<file path="config.mk">
export PLATFORM = sky130hd
export DESIGN_NAME = buck_pi_duty_controller_flat
export DESIGN_NICKNAME = d
export VERILOG_FILES = /design/src/hdl/pdc_pkg.sv /design/src/hdl/pdc_sample_if.sv /design/src/hdl/pdc_duty_if.sv /design/src/hdl/pdc_cfg_regs.sv /design/src/hdl/pdc_datapath.sv /design/src/hdl/buck_pi_duty_controller.sv /design/src/flat_wrapper.sv
export SDC_FILE = /design/constraint.sdc
export NUM_CORES = 1
export LEC_CHECK = 0
export ABC_AREA = 1
export ABC_CLOCK_PERIOD_IN_PS = 14010
export BUFFER_PORTS_ARGS = -buffer_cell sky130_fd_sc_hd__buf_4
export CAP_MARGIN = 20
export CORE_MARGIN = 2
export CORE_UTILIZATION = 25
export DETAILED_ROUTE_END_ITERATION = 12
export PLACE_DENSITY = 0.37
export SYNTH_ARGS = -nofsm -noshare
export SYNTH_HDL_FRONTEND = slang
export SYNTH_SLANG_ARGS = --single-unit
export TNS_END_PERCENT = 100
</file>
<file path="constraint.sdc">
create_clock -name clk -period 14.01 [get_ports clk]
set_input_delay 3.5025 -clock clk [delete_from_list [all_inputs] [get_ports clk]]
set_output_delay 3.5025 -clock clk [all_outputs]
set_load 0.05 [all_outputs]
</file>
<file path="src/hdl/pdc_pkg.sv">
`timescale 1ns / 1ps
// ----------------------------------------------------------------------------
// pdc_pkg: shared types and constants of the buck PI duty controller
// Register map, configuration record, loop constants and PWM limits.
// ----------------------------------------------------------------------------
package pdc_pkg;

	// Field widths of the channels and the configuration port
	localparam int SAMPLE_W  = 10;
	localparam int DUTY_W    = 9;
	localparam int CFG_W     = 10;
	localparam int CFG_IDX_W = 3;
	localparam int GAIN_W    = 4;

	// Register indexes
	localparam logic [CFG_IDX_W-1:0] REG_VOLTAGE_TARGET = 3'd0;
	localparam logic [CFG_IDX_W-1:0] REG_CURRENT_LIMIT  = 3'd1;
	localparam logic [CFG_IDX_W-1:0] REG_PROP_GAIN      = 3'd2;
	localparam logic [CFG_IDX_W-1:0] REG_INTEG_GAIN     = 3'd3;
	localparam logic [CFG_IDX_W-1:0] REG_GAIN_SHIFT     = 3'd4;

	// Register reset values
	localparam logic [SAMPLE_W-1:0] RST_VOLTAGE_TARGET = '0;
	localparam logic [SAMPLE_W-1:0] RST_CURRENT_LIMIT  = '0;
	localparam logic [GAIN_W-1:0]   RST_PROP_GAIN      = 4'd6;
	localparam logic [GAIN_W-1:0]   RST_INTEG_GAIN     = 4'd4;
	localparam logic [GAIN_W-1:0]   RST_GAIN_SHIFT     = 4'd4;

	// PWM and loop constants
	localparam int PWM_PERIOD  = 480;
	localparam int DRIVE_MIN   = 8;
	localparam int DRIVE_MAX   = PWM_PERIOD - 60;
	localparam int RAMP_STEP   = 10;
	localparam int FALL_STEP   = 40;
	localparam int LEAK_SHIFT  = 3;
	localparam int SAMPLE_BITS = 10;

	// ADC samples keep at most SAMPLE_BITS low bits
	localparam int SAMPLE_EFF = (SAMPLE_BITS < SAMPLE_W) ? SAMPLE_BITS : SAMPLE_W;
	localparam logic [SAMPLE_W-1:0] SAMPLE_MASK = SAMPLE_W'((1 << SAMPLE_EFF) - 1);

	localparam logic [DUTY_W-1:0] DUTY_FULL = DUTY_W'(PWM_PERIOD);
	localparam logic [DUTY_W-1:0] DUTY_LO   = DUTY_W'(DRIVE_MIN);
	localparam logic [DUTY_W-1:0] DUTY_HI   = DUTY_W'(DRIVE_MAX);

	// Configuration register contents
	typedef struct packed {
		logic [SAMPLE_W-1:0] voltage_target;
		logic [SAMPLE_W-1:0] current_limit;
		logic [GAIN_W-1:0]   prop_gain;
		logic [GAIN_W-1:0]   integ_gain;
		logic [GAIN_W-1:0]   gain_shift;
	} cfg_t;

endpackage

</file>
<file path="src/hdl/pdc_sample_if.sv">
`timescale 1ns / 1ps
// ----------------------------------------------------------------------------
// pdc_sample_if: voltage and current sample channel
// Valid/ready channel carrying one ADC sample pair per transaction.
// ----------------------------------------------------------------------------
interface pdc_sample_if;
	logic                            valid;
	logic                            ready;
	logic [pdc_pkg::SAMPLE_W-1:0]    voltage_sample;
	logic [pdc_pkg::SAMPLE_W-1:0]    current_sample;

	modport source (output valid, output voltage_sample, output current_sample, input ready);
	modport sink   (input valid, input voltage_sample, input current_sample, output ready);
endinterface

</file>
<file path="src/hdl/pdc_duty_if.sv">
`timescale 1ns / 1ps
// ----------------------------------------------------------------------------
// pdc_duty_if: PWM compare result channel
// Valid/ready channel carrying one compare value and protection flag.
// ----------------------------------------------------------------------------
interface pdc_duty_if;
	logic                          valid;
	logic                          ready;
	logic [pdc_pkg::DUTY_W-1:0]    duty_compare;
	logic                          protection_on;

	modport source (output valid, output duty_compare, output protection_on, input ready);
	modport sink   (input valid, input duty_compare, input protection_on, output ready);
endinterface

</file>
<file path="src/hdl/pdc_cfg_regs.sv">
`timescale 1ns / 1ps
// ----------------------------------------------------------------------------
// pdc_cfg_regs: configuration register file
// Write-only registers for target, current limit, gains and shift.
// ----------------------------------------------------------------------------
module pdc_cfg_regs (
	input  logic                            clk,
	input  logic                            arst_n,
	input  logic                            cfg_wr_en,
	input  logic [pdc_pkg::CFG_IDX_W-1:0]   cfg_index,
	input  logic [pdc_pkg::CFG_W-1:0]       cfg_data,
	output pdc_pkg::cfg_t                   cfg
);

	pdc_pkg::cfg_t cfg_q;

	// Capture a write into the addressed register, drop unknown indexes
	always_ff @(posedge clk or negedge arst_n) begin
		if (!arst_n) begin
			cfg_q.voltage_target <= pdc_pkg::RST_VOLTAGE_TARGET;
			cfg_q.current_limit  <= pdc_pkg::RST_CURRENT_LIMIT;
			cfg_q.prop_gain      <= pdc_pkg::RST_PROP_GAIN;
			cfg_q.integ_gain     <= pdc_pkg::RST_INTEG_GAIN;
			cfg_q.gain_shift     <= pdc_pkg::RST_GAIN_SHIFT;
		end else if (cfg_wr_en) begin
			case (cfg_index)
				pdc_pkg::REG_VOLTAGE_TARGET: begin
					cfg_q.voltage_target <= cfg_data[pdc_pkg::SAMPLE_W-1:0];
				end
				pdc_pkg::REG_CURRENT_LIMIT: begin
					cfg_q.current_limit <= cfg_data[pdc_pkg::SAMPLE_W-1:0];
				end
				pdc_pkg::REG_PROP_GAIN: begin
					cfg_q.prop_gain <= cfg_data[pdc_pkg::GAIN_W-1:0];
				end
				pdc_pkg::REG_INTEG_GAIN: begin
					cfg_q.integ_gain <= cfg_data[pdc_pkg::GAIN_W-1:0];
				end
				pdc_pkg::REG_GAIN_SHIFT: begin
					cfg_q.gain_shift <= cfg_data[pdc_pkg::GAIN_W-1:0];
				end
				default: begin
				end
			endcase
		end
	end

	assign cfg = cfg_q;

endmodule

</file>
<file path="src/hdl/pdc_datapath.sv">
`timescale 1ns / 1ps
// ----------------------------------------------------------------------------
// pdc_datapath: one control step of the PI loop
// Protection, reference ramp, PI drive, duty limits and integrator update.
// ----------------------------------------------------------------------------
module pdc_datapath #(
	parameter int INTEG_LIMIT = 3000,
	parameter int IW          = 13
) (
	input  pdc_pkg::cfg_t                   cfg,
	input  logic [pdc_pkg::SAMPLE_W-1:0]    voltage_sample,
	input  logic [pdc_pkg::SAMPLE_W-1:0]    current_sample,
	input  logic signed [IW-1:0]            integ,
	input  logic [pdc_pkg::SAMPLE_W-1:0]    ramp,
	output logic signed [IW-1:0]            integ_next,
	output logic [pdc_pkg::SAMPLE_W-1:0]    ramp_next,
	output logic [pdc_pkg::DUTY_W-1:0]      duty_compare,
	output logic                            protection_on
);

	localparam int SW    = pdc_pkg::SAMPLE_W;
	localparam int ERR_W = SW + 1;
	localparam int SUM_W = (IW + 6 > 16) ? IW + 6 : 16;
	localparam int ACC_W = ((IW > ERR_W) ? IW : ERR_W) + 1;

	localparam logic signed [SUM_W-1:0] DMIN = SUM_W'(pdc_pkg::DRIVE_MIN);
	localparam logic signed [SUM_W-1:0] DMAX = SUM_W'(pdc_pkg::DRIVE_MAX);
	localparam logic signed [ACC_W-1:0] ACC_HI = ACC_W'(INTEG_LIMIT);
	localparam logic signed [ACC_W-1:0] ACC_LO = ACC_W'(-INTEG_LIMIT);
	localparam logic [SW-1:0] FALL = SW'(pdc_pkg::FALL_STEP);
	localparam logic [SW:0]   STEP = (SW + 1)'(pdc_pkg::RAMP_STEP);

	logic [SW-1:0]           volt;
	logic [SW-1:0]           curr;
	logic                    prot;
	logic signed [IW-1:0]    integ_leak;
	logic [SW:0]             ramp_up;
	logic [SW:0]             tgt_plus;
	logic signed [ERR_W-1:0] err;
	logic signed [SUM_W-1:0] p_term;
	logic signed [SUM_W-1:0] i_term;
	logic signed [SUM_W-1:0] drive;
	logic signed [ACC_W-1:0] acc;

	// Mask samples and detect overcurrent
	assign volt = voltage_sample & pdc_pkg::SAMPLE_MASK;
	assign curr = current_sample & pdc_pkg::SAMPLE_MASK;
	assign prot = curr > cfg.current_limit;

	// Leak the integrator by one eighth while protected
	assign integ_leak = prot ? integ - (integ >>> pdc_pkg::LEAK_SHIFT) : integ;

	// Slew the reference toward the target, or pull it down while protected
	assign ramp_up  = {1'b0, ramp} + STEP;
	assign tgt_plus = {1'b0, cfg.voltage_target} + STEP;

	always_comb begin
		ramp_next = ramp;
		if (prot) begin
			ramp_next = (ramp > FALL) ? ramp - FALL : '0;
		end else if (ramp < cfg.voltage_target) begin
			ramp_next = (ramp_up > {1'b0, cfg.voltage_target}) ? cfg.voltage_target
				: ramp_up[SW-1:0];
		end else if (ramp > cfg.voltage_target) begin
			ramp_next = ({1'b0, ramp} >= tgt_plus) ? ramp - STEP[SW-1:0] : cfg.voltage_target;
		end
	end

	// PI drive
	assign err    = $signed({1'b0, ramp_next}) - $signed({1'b0, volt});
	assign p_term = SUM_W'(err) * SUM_W'($signed({1'b0, cfg.prop_gain}));
	assign i_term = SUM_W'(integ_leak) * SUM_W'($signed({1'b0, cfg.integ_gain}));
	assign drive  = (p_term + i_term) >>> cfg.gain_shift;

	// Integrator accumulate with clamp
	assign acc = ACC_W'(integ_leak) + ACC_W'(err);

	// Limit the duty; accumulate into the integrator only in the linear band and while unprotected
	always_comb begin
		integ_next = integ_leak;
		if (drive < DMIN) begin
			duty_compare = '0;
		end else if (drive > DMAX) begin
			duty_compare = pdc_pkg::DUTY_FULL;
		end else begin
			duty_compare = drive[pdc_pkg::DUTY_W-1:0];
			if (!prot) begin
				if (acc > ACC_HI) begin
					integ_next = IW'(ACC_HI);
				end else if (acc < ACC_LO) begin
					integ_next = IW'(ACC_LO);
				end else begin
					integ_next = acc[IW-1:0];
				end
			end
		end
	end

	assign protection_on = prot;

endmodule

</file>
<file path="src/hdl/buck_pi_duty_controller.sv">
`timescale 1ns / 1ps
// ----------------------------------------------------------------------------
// buck_pi_duty_controller: PI duty controller for a buck converter
// Turns each voltage/current sample pair into a PWM compare value, with
// overcurrent protection, a slewed reference and integrator anti-windup.
// ----------------------------------------------------------------------------
//  channel  | direction | transaction payload
//  ---------+-----------+--------------------------------------------------
//  sample   | in        | voltage_sample[9:0], current_sample[9:0]
//  duty     | out       | duty_compare[8:0], protection_on
//  cfg_*    | in        | cfg_wr_en, cfg_index[2:0], cfg_data[9:0]
//
//  One sample pair per clock while the duty sink keeps up. An accepted
//  sample waits in the input register and moves into the result register
//  when that is free, which raises duty valid (input register, then result
//  register). The integrator and reference update in the cycle that a
//  sample moves into the result register. A stalled result register holds
//  its value while the input register still takes one more transaction.
//  Reset clears integrator, reference and all valid flags.
// ----------------------------------------------------------------------------
module buck_pi_duty_controller #(
	parameter int INTEGRATOR_LIMIT = 3000
) (
	input  logic                            clk,
	input  logic                            arst_n,
	pdc_sample_if.sink                      sample,
	pdc_duty_if.source                      duty,
	input  logic                            cfg_wr_en,
	input  logic [pdc_pkg::CFG_IDX_W-1:0]   cfg_index,
	input  logic [pdc_pkg::CFG_W-1:0]       cfg_data
);

	localparam int IW = $clog2(INTEGRATOR_LIMIT + 1) + 1;
	localparam int SW = pdc_pkg::SAMPLE_W;
	localparam logic signed [IW-1:0] LIM_HI = IW'(INTEGRATOR_LIMIT);
	localparam logic signed [IW-1:0] LIM_LO = IW'(-INTEGRATOR_LIMIT);

	pdc_pkg::cfg_t                 cfg;
	logic                          valid_s1;
	logic [SW-1:0]                 volt_s1;
	logic [SW-1:0]                 curr_s1;
	logic                          out_valid_q;
	logic [pdc_pkg::DUTY_W-1:0]    duty_q;
	logic                          prot_q;
	logic signed [IW-1:0]          integ_q;
	logic [SW-1:0]                 ramp_q;
	logic signed [IW-1:0]          integ_next;
	logic [SW-1:0]                 ramp_next;
	logic [pdc_pkg::DUTY_W-1:0]    duty_next;
	logic                          prot_next;
	logic                          advance;

	pdc_cfg_regs u_cfg (
		.clk       (clk),
		.arst_n    (arst_n),
		.cfg_wr_en (cfg_wr_en),
		.cfg_index (cfg_index),
		.cfg_data  (cfg_data),
		.cfg       (cfg)
	);

	// Move the held sample into the result register when it is free
	assign advance      = valid_s1 && (!out_valid_q || duty.ready);
	assign sample.ready = !valid_s1 || advance;

	// Input register
	always_ff @(posedge clk or negedge arst_n) begin
		if (!arst_n) begin
			valid_s1 <= 1'b0;
		end else if (sample.ready) begin
			valid_s1 <= sample.valid;
		end
	end

	always_ff @(posedge clk) begin
		if (sample.valid && sample.ready) begin
			volt_s1 <= sample.voltage_sample;
			curr_s1 <= sample.current_sample;
		end
	end

	pdc_datapath #(
		.INTEG_LIMIT (INTEGRATOR_LIMIT),
		.IW          (IW)
	) u_dp (
		.cfg            (cfg),
		.voltage_sample (volt_s1),
		.current_sample (curr_s1),
		.integ          (integ_q),
		.ramp           (ramp_q),
		.integ_next     (integ_next),
		.ramp_next      (ramp_next),
		.duty_compare   (duty_next),
		.protection_on  (prot_next)
	);

	// Loop state advances once per transaction
	always_ff @(posedge clk or negedge arst_n) begin
		if (!arst_n) begin
			integ_q <= '0;
			ramp_q  <= '0;
		end else if (advance) begin
			integ_q <= integ_next;
			ramp_q  <= ramp_next;
		end
	end

	// Result register
	always_ff @(posedge clk or negedge arst_n) begin
		if (!arst_n) begin
			out_valid_q <= 1'b0;
		end else if (advance) begin
			out_valid_q <= 1'b1;
		end else if (duty.ready) begin
			out_valid_q <= 1'b0;
		end
	end

	always_ff @(posedge clk) begin
		if (advance) begin
			duty_q <= duty_next;
			prot_q <= prot_next;
		end
	end

	assign duty.valid         = out_valid_q;
	assign duty.duty_compare  = duty_q;
	assign duty.protection_on = prot_q;

	// Integrator never leaves its clamp range
	a_integ_range: assert property (@(posedge clk) disable iff (!arst_n)
		integ_q <= LIM_HI && integ_q >= LIM_LO)
		else $error("integrator outside clamp range");

	// Loop state holds without a transaction moving through
	a_state_hold: assert property (@(posedge clk) disable iff (!arst_n)
		!advance |=> $stable(integ_q) && $stable(ramp_q))
		else $error("loop state changed without a transaction");

	// Duty is off, full period or inside the linear band
	a_duty_band: assert property (@(posedge clk) disable iff (!arst_n)
		out_valid_q |-> (duty_q == '0 || duty_q == pdc_pkg::DUTY_FULL
			|| (duty_q >= pdc_pkg::DUTY_LO && duty_q <= pdc_pkg::DUTY_HI)))
		else $error("duty outside legal values");

	// Reference never rises on a protected transaction
	a_prot_ramp: assert property (@(posedge clk) disable iff (!arst_n)
		advance && prot_next |=> ramp_q <= $past(ramp_q))
		else $error("reference rose under protection");

endmodule

</file>
<file path="src/flat_wrapper.sv">
// flat-port wrapper written by rule: the top's interface ports become plain ports
module buck_pi_duty_controller_flat 
#(
	parameter int INTEGRATOR_LIMIT = 3000
)
  (clk, arst_n, cfg_wr_en, cfg_index, cfg_data, sample_valid, sample_voltage_sample, sample_current_sample, sample_ready, duty_valid, duty_duty_compare, duty_protection_on, duty_ready);
  pdc_sample_if sample_i ();
  pdc_duty_if duty_i ();
  input  logic clk;
  input  logic arst_n;
  input  logic cfg_wr_en;
  input  logic [pdc_pkg::CFG_IDX_W-1:0] cfg_index;
  input  logic [pdc_pkg::CFG_W-1:0] cfg_data;
  input wire logic [$bits(sample_i.valid)-1:0] sample_valid;
  input wire logic [$bits(sample_i.voltage_sample)-1:0] sample_voltage_sample;
  input wire logic [$bits(sample_i.current_sample)-1:0] sample_current_sample;
  output wire logic [$bits(sample_i.ready)-1:0] sample_ready;
  output wire logic [$bits(duty_i.valid)-1:0] duty_valid;
  output wire logic [$bits(duty_i.duty_compare)-1:0] duty_duty_compare;
  output wire logic [$bits(duty_i.protection_on)-1:0] duty_protection_on;
  input wire logic [$bits(duty_i.ready)-1:0] duty_ready;
  assign sample_i.valid = sample_valid;
  assign sample_i.voltage_sample = sample_voltage_sample;
  assign sample_i.current_sample = sample_current_sample;
  assign sample_ready = sample_i.ready;
  assign duty_valid = duty_i.valid;
  assign duty_duty_compare = duty_i.duty_compare;
  assign duty_protection_on = duty_i.protection_on;
  assign duty_i.ready = duty_ready;
  buck_pi_duty_controller #(.INTEGRATOR_LIMIT(INTEGRATOR_LIMIT)) u_core (.clk(clk), .arst_n(arst_n), .sample(sample_i), .duty(duty_i), .cfg_wr_en(cfg_wr_en), .cfg_index(cfg_index), .cfg_data(cfg_data));
endmodule
</file>
# After elaboration in Yosys (flattened, before gate mapping)
# Index checks and enable logic that the tools add are counted.
classes:
  reduce_logical: 14
  n_mux: 15
  multipliers: 2
  eq_ne: 4
  shift: 1
  order_cmp: 10
  n_addsub: 8
ops:
  columns: ["op", "count"]
  rows:
  - ["13-bit 2-to-1 mux", 6]
  - ["10-bit 2-to-1 mux", 6]
  - ["10-bit by 4-bit adder with 11-bit output, second input constant", 2]
  - ["10-bit greater-than comparator", 2]
  - ["16-bit by 18-bit adder with 19-bit output", 1]
  - ["19-bit by 10-bit greater-than comparator with 1-bit output, second input constant", 1]
  - ["19-bit by 5-bit < comparator with 1-bit output, second input constant", 1]
  - ["19-bit by 4-bit >>> shifter with 19-bit output", 1]
  - ["13-bit by 5-bit multiplier with 18-bit output", 1]
  - ["11-bit by 5-bit multiplier with 16-bit output", 1]
  - ["13-bit by 11-bit adder with 14-bit output", 1]
  - ["14-bit by 13-bit greater-than comparator with 1-bit output, second input constant", 1]
  - ["14-bit by 13-bit < comparator with 1-bit output, second input constant", 1]
  - ["13-bit by 10-bit subtractor with 13-bit output", 1]
  - ["10-bit by 11-bit greater-or-equal comparator with 1-bit output", 1]
  - ["11-bit by 10-bit greater-than comparator with 1-bit output", 1]
  - ["10-bit by 10-bit subtractor with 11-bit output", 1]
  - ["10-bit by 6-bit greater-than comparator with 1-bit output, second input constant", 1]
  - ["10-bit < comparator", 1]
  - ["2-bit AND reduction", 5]
  - ["10-bit by 4-bit subtractor with 10-bit output, second input constant", 1]
  - ["10-bit by 6-bit subtractor with 10-bit output, second input constant", 1]
  - ["9-bit 2-to-1 mux", 1]
  - ["3-bit by 2-bit == test with 1-bit output, second input constant", 2]
  - ["9 further kinds", 13]
word_totals:
  register_bits: 87
  in_bits: 38
  out_inout_bits: 12

# Longest topological paths before layout
# Gate-level depths: netlist (run 1).
logic_depth:
  ltp_word: 14
  ltp_mapped: 67

# Cells and area by module
# A second synthesis (run 1) with hierarchy kept.
hier_totals:
  cells_unflattened: 1830
  hier_area_um2: 12728.5
modules_own_cells:
  columns: ["mod", "cells_each", "instances", "area_each_um2"]
  rows:
  - ["pdc_datapath", 1541, 1, 9424.0]
  - ["buck_pi_duty_controller", 140, 1, 1961.9]
  - ["pdc_cfg_regs", 149, 1, 1342.5]

# Worst setup path after synthesis (run 1)
# OpenSTA, ideal clock, no wires.
synth_timing:
  path_kind: "flip-flop to flip-flop"
  from: "reg u_core.ramp_q[3]"
  to: "reg u_core.duty_q (netlist bit u_core.duty.duty_compare[3]) (data pin)"
  slack_ns: 4.494
  stages_incl_launch_ff: 57
  arrival_time_ns: 9.249
  path_buffers: 1
  cell_sequence: "dfrtp_1 -> inv_1 -> ha_1 -> a21oi_1 -> nand3b_1 -> nor3_1 -> xor2_1 -> ha_1 -> nand2_1 -> o41ai_1 -> nand2_1 -> nand2_1 -> inv_1 -> a221oi_1 -> nand2_1 -> o21ai_0 -> ha_1 -> a21oi_1 -> (+21 left out) -> nand2_1 -> a21oi_1 -> nor2_1 -> nand3_2 -> inv_2 -> nand3_4 -> nand2_2 -> nand2_2 -> nand3_1 -> nand2_1 -> nand3b_1 -> nor2_1 -> nand2_1 -> nand3_2 -> nand3_4 -> nand2_4 -> buf_8 -> a21oi_1"
synth_between:
  elab_chain_len: 11
synth_rtl:
  columns: ["element", "line_no", "rtl"]
  rows:
  - ["start, declared", "buck_pi_duty_controller.sv:46", "logic [SW-1:0] ramp_q;"]
  - ["start signal, assigned", "buck_pi_duty_controller.sv:104", "ramp_q <= ramp_next;"]
  - ["10-bit by 4-bit adder with 11-bit output or 10-bit by 11-bit greater-or-equal comparator with 1-bit output (tied branches)", "pdc_datapath.sv:54, pdc_datapath.sv:65", null]
  - ["11-bit by 10-bit greater-than comparator with 1-bit output or 10-bit 2-to-1 mux (tied branches)", "pdc_datapath.sv:62, pdc_datapath.sv:65", null]
  - ["10-bit 2-to-1 mux (on tied branches)", "pdc_datapath.sv:62, pdc_datapath.sv:64", null]
  - ["10-bit 2-to-1 mux", "pdc_datapath.sv:61", "end else if (ramp < cfg.voltage_target) begin"]
  - ["10-bit 2-to-1 mux *", "pdc_datapath.sv:59", "if (prot) begin"]
  - ["net u_core.ramp_next[2]", "buck_pi_duty_controller.sv:48", "logic [SW-1:0] ramp_next;"]
  - ["10-bit by 10-bit subtractor with 11-bit output *", "pdc_datapath.sv:70", "assign err = $signed({1'b0, ramp_next}) - $signed({1'b0, volt});"]
  - ["11-bit by 5-bit multiplier with 16-bit output *", "pdc_datapath.sv:71", "assign p_term = SUM_W'(err) * SUM_W'($signed({1'b0, cfg.prop_gain}));"]
  - ["16-bit by 18-bit adder with 19-bit output *", "pdc_datapath.sv:73", "assign drive = (p_term + i_term) >>> cfg.gain_shift;"]
  - ["19-bit by 4-bit >>> shifter with 19-bit output *", "pdc_datapath.sv:73", null]
  - ["19-bit by 5-bit < comparator with 1-bit output or 19-bit by 10-bit greater-than comparator with 1-bit output (tied branches)", "pdc_datapath.sv:81, pdc_datapath.sv:83", null]
  - ["2-bit OR reduction (no line)", null, null]
  - ["end signal, assigned", "buck_pi_duty_controller.sv:121", "duty_q <= duty_next;"]
  - ["end, declared", "buck_pi_duty_controller.sv:43", "logic [pdc_pkg::DUTY_W-1:0] duty_q;"]
# The timed path passes the listed nets; every way through them passes the cells marked *.
# A chain may end at the register's enable or synchronous reset.

# Final worst setup path (run 1)
layout_timing:
  from: "reg u_core.ramp_q[3]"
  to: "reg u_core.duty_q (netlist bit u_core.duty.duty_compare[2]) (data pin)"
# Same word-level chain as after synthesis.

==> results of run 1 <==
[layout make-up]
type                            instances  area, um2  area share
Clock buffer                            9        225      0.0165
Sequential cell                        87       2330       0.171
Clock inverter                          7        101     0.00743
Tap cell                              622        778      0.0571
Inverter                              317       1190      0.0874
Timing Repair Buffer                   60        443      0.0325
Multi-Input combinational cell       1291       8570       0.628
[registers in the layout, indices dropped and copies added (netlist names)]
register,count
u_core.duty.valid,1
u_core.valid_s1,1
u_core.u_cfg.cfg,32
u_core.volt_s1,10
u_core.duty.protection_on,1
u_core.curr_s1,10
u_core.integ_q,13
u_core.ramp_q,10
u_core.duty.duty_compare,9
[how the worst max path moves through the flow]
stage	startpoint	end	slack [ns]	cells past startpoint
2_1_floorplan	u_core.ramp_q[3]	u_core.duty.duty_compare[3]	4.49	56
3_3_place_gp	u_core.ramp_q[3]	u_core.integ_q[7]	2.57	58
3_5_place_dp	u_core.ramp_q[1]	u_core.duty.duty_compare[2]	2.61	53
4_1_cts	u_core.ramp_q[3]	u_core.duty.duty_compare[2]	2.57	55
5_1_grt	u_core.ramp_q[1]	u_core.integ_q[12]	1.35	58
6_report	u_core.ramp_q[3]	u_core.duty.duty_compare[2]	2.62	55
[synthesized netlist by cell type, types with 5 or more instances]
cell type,count
nand3b_1,8
o21ai_0,98
xor2_1,44
fa_1,84
xnor2_1,8
nand2_2,17
o211ai_1,9
a31oi_1,12
o21a_1,5
clkbuf_1,23
nor3_1,9
nand2_1,431
nand4_1,7
or2_2,9
clkinv_1,6
a21oi_1,75
nor2_1,140
ha_1,136
buf_2,11
inv_1,304
nand3_1,139
dfrtp_1,53
nand3_2,14
o21bai_1,7
edfxtp_1,30
inv_2,6
[logic make-up after synthesis]
kind of cell               Yosys count
and+or+nand+nor                    794
buffers and inverters              355
AOI/OAI and AO/OA                  224
adders and majority gates          220
DFF                                 87
xor gates and xnor gates            52
muxes                                1
[worst max-delay path: cells and delay by family, from the launching register on]
family | cells | cell delay (ns)
adder cells (fa/ha/maj) | 9 | 3.81
AND/OR/NAND/NOR | 26 | 3.47
AO/OA/AOI/OAI | 11 | 2.05
buffers and inverters | 7 | 0.63
XOR/XNOR | 2 | 0.60
flip-flops | 1 | 0.55
[metrics by stage]
step,instances,instance area [um2],setup slack (ns),util
global route,2393,13600,1.35,0.280
detailed placement,2376,13300,2.61,0.274
finish,2393,13600,2.62,0.280
floorplan,1733,12300,4.49,-
global placement,2374,13300,2.57,0.273
CTS,2392,13600,2.57,0.280
[metal layers]
layer | share of wire | vias up | routed length, um
met5 | 0.00034 | - | 13
met2 | 0.45 | 140 | 17400
li1 | - | 5571 | -
met1 | 0.50 | 5153 | 19400
met3 | 0.032 | 25 | 1230
met4 | 0.013 | 2 | 497
==> flow_summary.ini, run 1 <==
[grt]
use_met2 = 0.260
grt_util_met3 = 0.0228
grt_first_pass_wirelength_um = 62800
met1_usage = 0.224
busiest_layer = met2
grt_pass1_vias = 11400
antenna_found_initial = 1
globalRouteOverflowTotal = 0
grt_usage = 0.160
grt_max_degree = 58

[timing]
slew_headroom = 0.310
setup_viol = 0
fmax_mhz = 87.8
skew_ns = 0.0106
worst_slew_pin_slew_ns = 1.02
whs_ns = 0.482
rsz0062_at_grt = no
hold_viol_final = 0
setup-tns-final_ns = 0
period_minus_slack_ns = 11.39
slew_violations = 0
fin_crit_sh = 0.813

[critical_path]
critPathCaptureType = register
path_max_fanout = 19
critPathMostFrequentCell = nand2_1
crit_path_top_delay_cell = dfrtp_1
worst_r2r_endpoint = u_core.duty.duty_compare[2]
cp.arrival_ns = 11.49
worstSetupPathType = reg -> reg
crit-reg2reg-launch = u_core.ramp_q[3]
cpPeakStageDelay_ns = 0.55
cp.required_ns = 14.11
start_kind = register
regToRegSetupSlack_ns = 2.62
r2r.worst_path.cells = 55

[logic_synthesis]
synth-xor-area-share = 0.0371
synth_top_family_by_area = simple AND/OR/NAND/NOR gates
synthCells = 1733
synth.area.mux_share = 0.000816
synth_top_area_frac = 0.139
synth-seq-cells = 87
avgSynthCellArea_um2 = 7.08
synth_flop_cell = dfrtp_1
synth_compound_area_frac = 0.102
ys_seq_area_frac = 0.190
synthAdderAreaFrac = 0.276
synth_edf_count = 30
synth_top_area_cell = ha_1
synth_nets = 1991
ys_async_sr_fraction = 0.655
syn_area_mm2 = 0.0123
yosys.area_share.simple = 0.283
ys_top_cells_by_area = ha_1 14%, fa_1 14%, nand2_1 13%
yosys_warnings = 0
ys_types = 52

[floorplan]
die_h_um = 225
initial_core_util = 0.252
die-width_um = 225
fp.coreArea_mm2 = 0.0486
die_area_mm2 = 0.0508
ioPinCount = 50
num_rows = 81

[clock_tree]
clockRootBuffer = clkbuf_16
cts_tree = yes
cts_resized = 0
post_cts_buffers = 0
numCtsBuffers = 9
clk_latency_ns = 0.37
htreeDepth = 3
holdBufCountCts = 0
clk_pin_slew_worst_paths_ns = 0.07
cts.sinks = 87
cts.path.max_buffers = 2

[place]
numPortBuffers = 49
dp_hpwl_um = 32300
place_congestion = 0.821

[hold_path]
worstHoldStart = u_core.integ_q[0]
hold_end = u_core.integ_q[0]
min_path_cells = 2
min_path_type = reg -> reg

[layout]
drive_gt1_frac = 0.0802
layout_commonest_cell = nand2_1
finalNetCount = 2024
diodes = 0
fill_cells = 5414
layout_common_cells = 431 x nand2_1, 304 x inv_1, 140 x nor2_1
area_growth_pct = 11.2

[route]
drt-pass1-iter-count = 4
wirelength_um = 38500
drcViolationCount = 0
drtIter0Drc = 556
wl_per_cell_um = 16.1
ant_nets = 0
vias_per_cell = 4.55
vias = 10900

[job]
max_cap_violations = 0

[outcome]
status = finished, final reports clean
Power of run 1 is not shown: default switching activity piles up to over one toggle a cycle in this logic, so the estimate is an artifact.
==> run 2, diff against run 1 <==
--- a/config.mk
+++ b/config.mk
@@ -6,13 +6,13 @@
 export NUM_CORES = 1
 export LEC_CHECK = 0
 export ABC_AREA = 1
-export ABC_CLOCK_PERIOD_IN_PS = 14010
+export ABC_CLOCK_PERIOD_IN_PS = 10300
 export BUFFER_PORTS_ARGS = -buffer_cell sky130_fd_sc_hd__buf_4
 export CAP_MARGIN = 20
 export CORE_MARGIN = 2
 export CORE_UTILIZATION = 25
 export DETAILED_ROUTE_END_ITERATION = 12
-export PLACE_DENSITY = 0.37
+export PLACE_DENSITY = 0.38
 export SYNTH_ARGS = -nofsm -noshare
 export SYNTH_HDL_FRONTEND = slang
 export SYNTH_SLANG_ARGS = --single-unit
==> constraint.sdc (replaced) <==
create_clock -name clk -period 10.3 [get_ports clk]
set_input_delay 2.575 -clock clk [delete_from_list [all_inputs] [get_ports clk]]
set_output_delay 2.575 -clock clk [all_outputs]
set_load 0.05 [all_outputs]
==> run 2 against run 1 <==
Against the previous run:
- wire length is 4.3% higher
- first-iteration DRC count grew 3.8%
- register-to-register slack got worse by 2.3 ns
- highest routed layer is now met4
- cell area grew 16%
- worst hold slack better by 0.0060 ns
==> flow_summary.ini, run 2 (synthesized netlist as in run 1, its figures left out) <==
[place]
place_congestion = 0.831
numPortBuffers = 49
dp_hpwl_um = 32600
place_ws_ns = -0.401

[timing]
fin_crit_sh = 0.972
hold_viol_final = 0
rsz0062_at_grt = yes
period_minus_slack_ns = 10.01
slew_violations = 0
fin_ws_ns = 0.287
fmax_mhz = 99.9
skew_ns = 0.0129
setup_viol = 0
slew_headroom = 0.292
worst_slew_pin_slew_ns = 1.05
whs_ns = 0.488

[clock_tree]
cts.path.max_buffers = 2
clockRootBuffer = clkbuf_16
clk_pin_slew_worst_paths_ns = 0.08
htreeDepth = 3
holdBufCountCts = 0
numCtsBuffers = 9
clk_latency_ns = 0.38
cts.sinks = 87
cts_tree = yes

[floorplan]
ioPinCount = 50
die_area_mm2 = 0.0508
num_rows = 81
die_h_um = 225
initial_core_util = 0.252
die-width_um = 225
fp.coreArea_mm2 = 0.0486

[layout]
finalNetCount = 2180
layout_common_cells = 396 x nand2_1, 293 x inv_1, 205 x buf_4
largest_register_ffs = 32
utilization = 0.324
area_growth_pct = 28.6
diodes = 0
drive_gt1_frac = 0.236
layout_commonest_cell = nand2_1

[grt]
globalRouteOverflowTotal = 0
grt_max_degree = 58
antenna_found_initial = 0
grt_usage = 0.160
grt_first_pass_wirelength_um = 63300
grt_pass1_vias = 11700

[critical_path]
cpPeakStageDelay_ns = 0.53
cp.arrival_ns = 10.13
path_max_fanout = 7
critPathCaptureType = register
critPathMostFrequentCell = nand2_1
regToRegSetupSlack_ns = 0.29
crit_path_top_delay_cell = fa_1
start_kind = register
worstSetupPathType = reg -> reg
cp.required_ns = 10.42

[route]
vias = 11600
ant_nets = 0
drtIter0Drc = 577
drt-pass1-iter-count = 5
drcViolationCount = 0
vias_per_cell = 4.53
wl_per_cell_um = 15.7
wirelength_um = 40100

[hold_path]
min_path_type = reg -> reg

[outcome]
status = finished, final reports clean

[job]
max_cap_violations = 0
-- run 2: changes by cell type in the layout (fill, tap and decap cells not counted), sizes merged --
cell	change
clkbuf	+3
bufinv	-1
nand2	+2
clkinv	+1
buf	+151
-- run 2: per-layer routing --
metal	track usage	up-vias	share of wire
met2	0.263	157	0.46
met5	0	-	0
met1	0.226	5480	0.50
li1	-	5891	-
met4	0.0333	0	0.011
met3	0.0156	28	0.026
-- run 2: final cells by class --
cell class	instances	area (um2)
Clock inverter	7	90.1
Fill cell	5290	32900
Clock buffer	9	225
Multi-Input combinational cell	1293	9450
Tap cell	622	778
Sequential cell	87	2330
Inverter	317	1200
Timing Repair Buffer	214	1690
-- run 2: stage by stage --
stage | std cells | cell area (um2) | setup TNS, ns
after CTS | 2524 | 14700 | 0
after floorplan | 1733 | 12300 | 0
final | 2549 | 15800 | 0
after detailed placement | 2508 | 14300 | -7.26
after global placement | 2508 | 14300 | -8.75
after global routing | 2549 | 15800 | -4.96
-- run 2: worst paths after layout --
| path | startpoint | end | cells past startpoint |
|---|---|---|---|
| setup / recovery | u_core.ramp_q[4] | u_core.duty.duty_compare[5] | 60 |
| hold / removal | u_core.integ_q[0] | u_core.integ_q[0] | 2 |
| setup reg to reg | u_core.ramp_q[4] | u_core.duty.duty_compare[5] | 60 |
| hold reg to reg | u_core.integ_q[0] | u_core.integ_q[0] | 2 |
| max in group asynchronous | arst_n | u_core.u_cfg.cfg[23] | 1 |
| min in group asynchronous | arst_n | u_core.u_cfg.cfg[20] | 1 |
-- run 2: worst max-delay path: cells and delay by family (launching register included) --
family	cells	cell delay (ns)
adder cells (fa/ha/maj)	9	3.56
AND/OR/NAND/NOR	30	3.09
AO/OA/AOI/OAI	10	1.26
buffers and inverters	9	0.93
flip-flops	1	0.48
XOR/XNOR	2	0.39
-- run 2: what timing repair did --
item	4_1_cts	5_1_grt
setup endpoints to repair	22	22
pin swaps	0	105
buffers inserted	0	22
gates cloned	0	4
endpoints found under the hold margin	0	0
gates resized for setup	10	196
Power of run 2 is left out for the same reason.
==> run 3, diff against run 2 <==
--- a/config.mk
+++ b/config.mk
@@ -7,7 +7,7 @@
 export LEC_CHECK = 0
 export ABC_AREA = 1
 export ABC_CLOCK_PERIOD_IN_PS = 10300
-export BUFFER_PORTS_ARGS = -buffer_cell sky130_fd_sc_hd__buf_4
+export BUFFER_PORTS_ARGS = -buffer_cell sky130_fd_sc_hd__buf_2
 export CAP_MARGIN = 20
 export CORE_MARGIN = 2
 export CORE_UTILIZATION = 25
==> run 3 against run 2 <==
Against the previous run:
- setup slack better by 0.11 ns
- via count fell by 1.7%
- count of clock-buffer cells in the layout rose by 1
- highest routed layer unchanged
==> flow_summary.ini, run 3 (synthesized netlist as in run 1, its figures left out) <==
[route]
drcViolationCount = 0
ant_nets = 0
drtIter0Drc = 602
vias = 11400
vias_per_cell = 4.52
drt-pass1-iter-count = 5
wl_per_cell_um = 15.9
wirelength_um = 39900

[clock_tree]
numCtsBuffers = 9
cts_tree = yes
clk_latency_ns = 0.37
holdBufCountCts = 0
cts.sinks = 87
clockRootBuffer = clkbuf_16
cts.path.max_buffers = 2
clk_pin_slew_worst_paths_ns = 0.07
htreeDepth = 3

[critical_path]
start_kind = register
crit_path_top_delay_cell = fa_1
cp.required_ns = 10.56
critPathMostFrequentCell = nand2_1
worstSetupPathType = reg -> reg
cp.arrival_ns = 10.16
path_max_fanout = 13
critPathCaptureType = register
cpPeakStageDelay_ns = 0.53

[timing]
slew_headroom = 0.240
fin_crit_sh = 0.961
fmax_mhz = 101
slew_violations = 0
period_minus_slack_ns = 9.90
rsz0062_at_grt = yes
setup_viol = 0
skew_ns = 0.0119
worst_slew_pin_slew_ns = 1.13
hold_viol_final = 0

[floorplan]
die-width_um = 225
initial_core_util = 0.252
ioPinCount = 50
die_h_um = 225
num_rows = 81
die_area_mm2 = 0.0508
fp.coreArea_mm2 = 0.0486

[grt]
globalRouteOverflowTotal = 0
use_met2 = 0.268
grt_max_degree = 58
antenna_found_initial = 0
grt_usage = 0.161
grt_first_pass_wirelength_um = 63300
busiest_layer = met2
grt_pass1_vias = 11700
grt_util_met3 = 0.0179
met1_usage = 0.219

[layout]
area_growth_pct = 24.0
finalNetCount = 2144
final_cells = 2513
largest_register_ffs = 32
utilization = 0.313
layout_common_cells = 397 x nand2_1, 295 x inv_1, 125 x nor2_1
drive_gt1_frac = 0.213
layout_commonest_cell = nand2_1
diodes = 0

[hold_path]
min_path_type = reg -> reg

[place]
dp_hpwl_um = 32200
numPortBuffers = 49
place_congestion = 0.868
dp.cells = 2472

[job]
max_cap_violations = 0

[outcome]
status = finished, final reports clean
==> run 3: cell count changes in the layout (fill, tap and decap cells not counted), moves of 4 or more <==
cell     previous run  this run
nand3_1           106       111
nand3_4             5         9
a21oi_1            55        59
ha_1              119       123
nor2_2             10        14
buf_4             205       123
ha_4               16         9
nor2_1            129       125
inv_2              16        12
nand3_2            44        35
buf_2               0        50
a21oi_2            20        15
==> run 3: worst max-delay path, delay by kind of cell (launching register included) <==
family | cells | cell delay (ns)
AOI/OAI and AO/OA | 8 | 1.21
xor gates and xnor gates | 2 | 0.34
adders and majority gates | 9 | 3.64
buffers and inverters | 12 | 1.15
DFF | 1 | 0.40
and+or+nand+nor | 30 | 3.00
==> run 3: final timing paths <==
| check | start | end | slack (ns) | cells past startpoint |
|---|---|---|---|---|
| max | u_core.ramp_q[3] | u_core.integ_q[1] | 0.40 | 61 |
| min | u_core.integ_q[12] | u_core.integ_q[12] | 0.48 | 2 |
| max reg2reg | u_core.ramp_q[3] | u_core.integ_q[1] | 0.40 | 61 |
| min reg2reg | u_core.integ_q[12] | u_core.integ_q[12] | 0.48 | 2 |
| max in group asynchronous | arst_n | u_core.ramp_q[2] | 7.29 | 2 |
| min in group asynchronous | arst_n | u_core.u_cfg.cfg[20] | 2.37 | 2 |
==> run 3: timing repair <==
action,4_1_cts,5_1_grt
gates cloned,0,3
endpoints found under the hold margin,0,0
buffers inserted,0,22
resized for setup,5,180
setup endpoints to repair,22,22
pin swaps,0,91
==> run 3: area by class of cell <==
type	instances	area [um2]
timing repair buffer	178	1280
sequential	87	2330
inverter	317	1200
clock buffer	10	229
tap	622	778
multi-input combinational	1293	9310
fill	5397	33400
clock inverter	6	72.6
==> run 3: per-stage QoR <==
stage	setup TNS, ns	setup WS (ns)	hold WS (ns)	instance area [um2]
after floorplan	0	0.784	0.449	12300
after global placement	-1.65	-0.136	0.470	13900
after detailed placement	-1.55	-0.111	0.465	13900
after CTS	0	0.0246	0.484	14300
after global routing	-4.47	-0.256	0.504	15200
final	0	0.401	0.482	15200
==> run 3: metal layers <==
layer	wire length, um	vias up
li1	-	5813
met1	19600	5359
met2	18600	153
met3	969	37
met4	733	0
met5	0	-
Power of run 3 is left out for the same reason.
